## config.mk

```make
export PLATFORM = sky130hd
export DESIGN_NAME = qgpr_entry
export DESIGN_NICKNAME = d
export VERILOG_FILES = /design/src/hdl/qgpr_pkg.sv /design/src/hdl/qgpr_entry.sv
export SDC_FILE = /design/constraint.sdc
export NUM_CORES = 1
export LEC_CHECK = 0
export BUFFER_PORTS_ARGS = -buffer_cell sky130_fd_sc_hd__buf_2
export CORE_UTILIZATION = 30
export CTS_BUF_LIST = sky130_fd_sc_hd__clkbuf_16
export DETAILED_ROUTE_END_ITERATION = 8
export SLEW_MARGIN = 25
export SYNTH_ARGS = -nofsm -noshare
export SYNTH_HDL_FRONTEND = slang
export SYNTH_SLANG_ARGS = --single-unit
```

## constraint.sdc

```tcl
create_clock -name clk_i -period 0.8 [get_ports clk_i]
set_input_delay 0.16 -clock clk_i [delete_from_list [all_inputs] [get_ports clk_i]]
set_output_delay 0.16 -clock clk_i [all_outputs]
set_load 0.02 [all_outputs]
```

## src/hdl/qgpr_pkg.sv

```systemverilog
// shared types and constants of the quadtree grid pixel renderer
// no dependencies
package qgpr_pkg;

  localparam int unsigned LEVEL_W = 4;
  localparam int unsigned NODE_W  = 17;
  localparam int unsigned COORD_W = 8;
  localparam int unsigned GREY_W  = 8;

  localparam logic [LEVEL_W-1:0] LEVEL_RESET = 4'd8;
  localparam logic [GREY_W-1:0]  GREY_HI     = 8'd255;
  localparam logic [GREY_W-1:0]  GREY_LO     = 8'd0;

  // register index as seen on paddr[2]
  localparam logic REG_TREE_LEVEL = 1'b0;

  typedef enum logic {
    CMD_WRITE = 1'b0,
    CMD_PIXEL = 1'b1
  } cmd_e;

  // control that travels with each item down the level pipeline
  typedef struct packed {
    logic               vld;
    logic               pix;
    logic               done;
    logic               grey;
    logic               leaf;
    logic [LEVEL_W-1:0] lvl;
    logic               wr;
    logic [LEVEL_W-1:0] wlvl;
    logic               wflag;
  } ctl_t;

  // heap index of the first node at depth d
  function automatic int unsigned lvl_first(int unsigned d);
    int unsigned acc;
    acc = 0;
    for (int unsigned i = 0; i < d; i++) begin
      acc = acc * 4 + 1;
    end
    return acc;
  endfunction

endpackage

```

## src/hdl/qgpr_entry.sv

```systemverilog
// entry stage: saturates the level, aligns coordinates, decodes write targets
// depends on qgpr_pkg
module qgpr_entry import qgpr_pkg::*; #(
  parameter int unsigned MAX_LEVEL = 8,
  localparam int unsigned OFF_W    = (MAX_LEVEL > 1) ? 2 * (MAX_LEVEL - 1) : 1
) (
  input  logic               clk_i,
  input  logic               rst_ni,
  input  logic               adv_i,
  input  logic               valid_i,
  input  logic               cmd_i,
  input  logic [NODE_W-1:0]  node_index_i,
  input  logic               flag_value_i,
  input  logic [COORD_W-1:0] row_i,
  input  logic [COORD_W-1:0] col_i,
  input  logic [LEVEL_W-1:0] tree_level_i,
  output ctl_t               ctl_o,
  output logic [MAX_LEVEL-1:0] rs_o,
  output logic [MAX_LEVEL-1:0] cs_o,
  output logic [OFF_W-1:0]   waddr_o
);

  localparam int unsigned XW = MAX_LEVEL + COORD_W;

  logic [LEVEL_W-1:0]   lvl;
  logic [COORD_W-1:0]   rm;
  logic [COORD_W-1:0]   cm;
  logic [XW-1:0]        rx;
  logic [XW-1:0]        cx;
  logic [31:0]          node_ext;
  ctl_t                 ctl_d;
  ctl_t                 ctl_q;
  logic [OFF_W-1:0]     waddr_d;
  logic [OFF_W-1:0]     waddr_q;
  logic [MAX_LEVEL-1:0] rs_q;
  logic [MAX_LEVEL-1:0] cs_q;

  assign lvl = (tree_level_i > LEVEL_W'(MAX_LEVEL)) ? LEVEL_W'(MAX_LEVEL) : tree_level_i;

  always_comb begin
    for (int unsigned i = 0; i < COORD_W; i++) begin
      rm[i] = row_i[i] & (LEVEL_W'(i) < lvl);
      cm[i] = col_i[i] & (LEVEL_W'(i) < lvl);
    end
  end

  // top coordinate bit of the walk lands on bit MAX_LEVEL-1
  assign rx = XW'(rm) << (LEVEL_W'(MAX_LEVEL) - lvl);
  assign cx = XW'(cm) << (LEVEL_W'(MAX_LEVEL) - lvl);

  assign node_ext = 32'(node_index_i);

  always_comb begin
    ctl_d       = '0;
    waddr_d     = '0;
    ctl_d.vld   = valid_i;
    ctl_d.pix   = (cmd_i == CMD_PIXEL);
    ctl_d.lvl   = lvl;
    ctl_d.wflag = flag_value_i;
    // leaf parity: the last step lands on an odd node when both bits match
    ctl_d.leaf  = (lvl == '0) ? 1'b1 : (rm[0] ^ cm[0]);
    // flags of the deepest level never decide a pixel, so they are not kept
    if (cmd_i == CMD_WRITE) begin
      for (int unsigned d = 0; d < MAX_LEVEL; d++) begin
        if (node_ext >= lvl_first(d) && node_ext < lvl_first(d + 1)) begin
          ctl_d.wr   = 1'b1;
          ctl_d.wlvl = LEVEL_W'(d);
          waddr_d    = OFF_W'(node_ext - lvl_first(d));
        end
      end
    end
  end

  always_ff @(posedge clk_i or negedge rst_ni) begin
    if (!rst_ni) begin
      ctl_q <= '0;
    end else if (adv_i) begin
      ctl_q <= ctl_d;
    end
  end

  always_ff @(posedge clk_i) begin
    if (adv_i) begin
      rs_q    <= rx[MAX_LEVEL-1:0];
      cs_q    <= cx[MAX_LEVEL-1:0];
      waddr_q <= waddr_d;
    end
  end

  assign ctl_o   = ctl_q;
  assign rs_o    = rs_q;
  assign cs_o    = cs_q;
  assign waddr_o = waddr_q;

endmodule

```

; ---- After elaboration in Yosys (flattened, before gate mapping)
; Index checks and enable logic that the tools add are counted.
[word_totals]
ff_bits = 43
input_bits = 43
out_inout_bits = 45
[classes]
addsub = 8
n_lt_le_gt_ge = 25
n_shift = 2
mux = 19
n_bitwise = 17
n_reduce_logical = 9
[op_table]
columns = op, n
row1 = 14-bit two-way mux, 8
row2 = 5-bit two-way mux, 9
row3 = "17-bit by 1-bit >= comparator with 1-bit output, second input constant", 2
row4 = "17-bit by 11-bit >= comparator with 1-bit output, second input constant", 1
row5 = "17-bit by 13-bit >= comparator with 1-bit output, second input constant", 1
row6 = "17-bit by 3-bit >= comparator with 1-bit output, second input constant", 1
row7 = "17-bit by 5-bit >= comparator with 1-bit output, second input constant", 1
row8 = "17-bit by 7-bit >= comparator with 1-bit output, second input constant", 1
row9 = "17-bit by 9-bit >= comparator with 1-bit output, second input constant", 1
row10 = "17-bit by 1-bit < comparator with 1-bit output, second input constant", 1
row11 = "17-bit by 11-bit < comparator with 1-bit output, second input constant", 1
row12 = "17-bit by 13-bit < comparator with 1-bit output, second input constant", 1
row13 = "17-bit by 15-bit < comparator with 1-bit output, second input constant", 1
row14 = "17-bit by 3-bit < comparator with 1-bit output, second input constant", 1
row15 = "17-bit by 5-bit < comparator with 1-bit output, second input constant", 1
row16 = "17-bit by 7-bit < comparator with 1-bit output, second input constant", 1
row17 = "17-bit by 9-bit < comparator with 1-bit output, second input constant", 1
row18 = 1-bit bitwise AND, 16
row19 = "3-bit by 4-bit < comparator with 1-bit output, first input constant", 4
row20 = 8-bit by 4-bit left shift with 8-bit output, 2
row21 = "14-bit by 1-bit subtractor with 14-bit output, second input constant", 1
row22 = "14-bit by 11-bit subtractor with 14-bit output, second input constant", 1
row23 = "14-bit by 13-bit subtractor with 14-bit output, second input constant", 1
row24 = "14-bit by 3-bit subtractor with 14-bit output, second input constant", 1
row25 = other kinds (12), 21

; ---- Longest topological paths before layout
[depth]
ltp_word = 11
mapped_depth = 10

; ---- Least setup slack after synthesis
; Ideal clock, no wire load.
[synth_timing]
path_kind = input-to-reg
startpoint = in node_index_i[1]
endpoint = reg waddr_q[5] (netlist: waddr_o[5]) (data pin)
t_arrival_ns = 2.426
path_slack_ns = -1.881
cell_stages = 10
path_cell_list = inv_1 ha_1 and4b_1 or4_4 and3_4 buf_6 or4_4 buf_6 or2_1 a31o_1
[synth_between]
elab_chain_len = 10
word_cells_on_any_way = 39
classes_between = add/sub: 7 / order compare: 16 / mux: 8 / reduce/logical: 8
[synth_lines]
columns = element, line
row1 = "start, declared", qgpr_entry.sv:12  ; input logic [NODE_W-1:0] node_index_i,
row2 = 17-bit by 1-bit >= comparator with 1-bit output or 17-bit by 1-bit < comparator with 1-bit output (tied branches), qgpr_entry.sv:65  ; if (node_ext >= lvl_first(d) && node_ext < lvl_first(d + 1)) begin
row3 = 1-bit logical AND, qgpr_entry.sv:65
row4 = 14-bit two-way mux (7 in series), qgpr_entry.sv:65
row5 = 14-bit two-way mux (*), qgpr_entry.sv:65
row6 = "end signal, assigned", qgpr_entry.sv:86  ; waddr_q <= waddr_d;
row7 = "end, declared", qgpr_entry.sv:34  ; logic [OFF_W-1:0] waddr_q;
; Every way passes the cells marked *; elsewhere a longest branch is shown, timed or not.
; A chain may end at the register's enable or synchronous reset.

; ---- Final worst setup path
[layout_timing]
startpoint = in node_index_i[7]
endpoint = reg waddr_q[5] (netlist: waddr_o[5]) (data pin)
; The elaborated chain is that of the path after synthesis.

==> results.toml <==
[setup_path]
critical_path.max_fanout = 7
rr_endpoint = "ctl_o[7]$_DFFE_PN0P_"
slowest_delay_ns = 0.60
start_kind = "primary input"
crit_path_top_delay_cell = "or4_4"
path_class = "in2reg"
rr_worst_depth = 1
path_cells = "buf_8 > buf_6 > or2_4 > or4_4 > and3_4 > or4_4 > or2_4 > a31o_1"
r2r-start = "ctl_o[7]$_DFFE_PN0P_"
critPathArrivalTime_ns = 2.39
r2r_slack_ns = 0
required_ns = 0.84
worstSetupEndpointType = "flop"

[cts]
clk_pin_slew_ns = 0.06
worstSkewPairLatency_ns = 0.28
htree_levels = 2
cts_buffers = 5
cts_tree = "done"
cts_buffer_depth = 2
cts.sink_count = 42
cts_root_buf = "clkbuf_16"

[worst_hold_path]
holdPathEnd = "ctl_o[14]$_DFFE_PN0P_"
hold_depth = 2
min_from = "valid_i"
hold_class = "in2reg"

[logic_synthesis]
synth_edf_count = 30
synthFlopType = "edfxtp_1"
synth_area_um2 = 3330
synth_seq_area_share_pct = 36.1
netlist_instances = 376
yosys_warnings = 0
async_flop_share_pct = 28.6
synth.distinct_cells = 67
ys_ff_latch = 42
syn_area_per_cell_um2 = 8.85

[timing]
setup_slack_ns = -1.55
rsz0062_at_grt = "true"
fin_crit_ns = 2.35
tns_ns = -40.86
timing.hold.ws_ns = 0.113
post-route-period-util_pct = 294
setup_viol = 77
final.setup_skew_ns = 0
fmax_mhz = 425
drv_slew = 0
finalHoldViolCount = 0

[routing]
drt_iter0_markers = 166
vias = 3848
wire_per_inst_um = 15.6
via_per_inst = 5.24
dr.pass1.iters = 4
ant_nets = 0
drc = 0
wl_mm = 11.5

[die]
die_h_um = 107
die-area_um2 = 11500
ios = 88
die_w_um = 107
start_util_pct = 30.7
core_area_um2 = 10800
row_count = 38

[run_status]
status = "finished with violations"
violations = "negative setup slack"

[finish]
seq_area_um2 = 1210
multi_input_area_um2 = 2530
diodes = 0
drive_gt1_share_pct = 60.7
fin_cells = 735
area_growth_pct = 81.3
num-fill-cells = 972
nNetsFinal = 641

[power_and_ir_drop]
irDropWorstVdd_v = 0.000825
powerDensity_nw_per_um2 = 1270
p_leak_nw = 2.52
power.total_mw = 7.67

[place]
place_ws_ns = -1.85
gp_congestion = 0.898
dp_hpwl_mm = 8.68
io_buffer_count = 84
dp_cells = 702

[global_route]
grt_pass1_wl_mm = 18.2
antenna_found_initial = 0
grt_pass1_vias = 3614
grt_max_degree = 15
grt-ovfl-total = 0
grt.total_usage_pct = 20.2

[job]
max-cap-violations = 0
-- synth_stat cells, types with 4 or more instances --
master / number / share of area [%]
o21ai_1: 6 / 0.90
or3_1: 5 / 0.94
buf_6: 4 / 1.4
clkbuf_1: 14 / 1.6
o21ai_0: 19 / 2.9
inv_1: 7 / 0.79
o211ai_1: 4 / 0.90
mux2_2: 6 / 2.0
o22ai_1: 4 / 0.75
nand2b_1: 11 / 2.1
edfxtp_1: 30 / 27
nor4_1: 6 / 1.1
a21oi_1: 28 / 4.2
o21a_1: 7 / 1.6
or4_4: 5 / 1.7
ha_1: 4 / 1.5
dfrtp_1: 12 / 9.0
buf_4: 4 / 0.90
nor3_1: 17 / 2.6
a22o_1: 5 / 1.3
nand3_1: 15 / 2.3
a31oi_1: 6 / 1.1
a21o_1: 9 / 2.0
xor2_1: 4 / 1.1
a211oi_1: 8 / 1.8
buf_2: 5 / 0.75
xnor2_1: 7 / 1.8
or2_2: 6 / 1.1
nand3b_1: 5 / 1.1
nor2_1: 26 / 2.9
nand2_1: 27 / 3.0
-- what timing repair did --
item,CTS,global route
hold buffers,1,0
endpoints found under the hold margin,12,0
setup buffers,15,11
gates resized for setup,130,58
gates cloned,1,0
pin swaps,33,33
setup endpoints to repair,77,83
-- metal layers --
metal  vias to the layer above  global-route usage [%]  wire (um)
li1                       1882                       -          -
met4                         0                    6.85        337
met5                         -                       0          0
met1                      1820                    28.3       5300
met3                        27                    3.51        581
met2                       119                    31.5       5250
-- per-stage QoR --
step / utilization, % / instance area [um2]
2_1_floorplan: - / 3660
3_3_place_gp: 45.8 / 4970
3_5_place_dp: 45.8 / 4970
4_1_cts: 52.9 / 5730
5_1_grt: 55.7 / 6030
6_report: 55.7 / 6030
-- worst max path at each step --
| stage | from | endpoint |
|---|---|---|
| after floorplan | node_index_i[7] | waddr_o[5]$_SDFFCE_PP0P_ |
| after global placement | node_index_i[1] | waddr_o[8]$_SDFFCE_PP0P_ |
| after detailed placement | node_index_i[11] | waddr_o[11]$_SDFFCE_PP0P_ |
| after CTS | node_index_i[1] | waddr_o[5]$_SDFFCE_PP0P_ |
| after global routing | node_index_i[7] | waddr_o[5]$_SDFFCE_PP0P_ |
| final | node_index_i[7] | waddr_o[5]$_SDFFCE_PP0P_ |
-- where the power goes --
group          switching, mW  internal, mW
sequential             0.102          2.58
clock                  0.798          1.15
combinational           1.53          1.51
total                   2.43          5.25
-- layout by cell type, fill, tap and decap left out, types with 6 or more instances in the layout --
cell type | synthesis | layout
buf_4 | 4 | 135
nand3_1 | 15 | 12
nor3_1 | 17 | 10
a211oi_2 | 2 | 7
xnor2_1 | 7 | 7
nand2_1 | 27 | 24
buf_6 | 4 | 51
nor2_1 | 26 | 21
buf_8 | 0 | 7
o21ai_2 | 0 | 10
or4_4 | 5 | 7
a21oi_2 | 0 | 11
buf_2 | 5 | 44
dfrtp_2 | 0 | 6
a21oi_1 | 28 | 14
o21ai_1 | 6 | 8
edfxtp_1 | 30 | 30
o21a_1 | 7 | 7
o21ai_0 | 19 | 7
a21o_1 | 9 | 8
nand2b_4 | 0 | 6
dfrtp_1 | 12 | 6
-- final cells by class --
cell class,count,share of cell area [%]
Multi-Input combinational cell,299,41.9
Timing Repair Buffer,239,32.2
Sequential cell,42,20.0
Tap cell,140,2.90
Clock buffer,5,2.07
Inverter,7,0.560
Clock inverter,3,0.311
-- worst max-delay path, delay by kind of cell --
kind | cells | cell delay (ns)
compound gates | 1 | 0.17
simple gates | 5 | 1.86
buf+inv | 2 | 0.20
-- kinds of logic (layout without fill, tap and decap cells) --
family          after synthesis  after routing  share of synthesized area, %
buf+inv                      37            254                          5.72
compound gates              130            130                          27.4
other cells                   1              3                         0.113
flops                        42             42                          36.1
mux                           7              7                          2.33
xor+xnor                     11             11                          2.90
fa+ha+maj                     4              4                          1.50
simple gates                144            144                          23.9
-- flip-flops by register name, indices dropped and copies added, names as in the netlist --
name and flops:
cs_o 8, ctl_o 12, rs_o 8, waddr_o 14
Power figures use the tool's default switching activity.
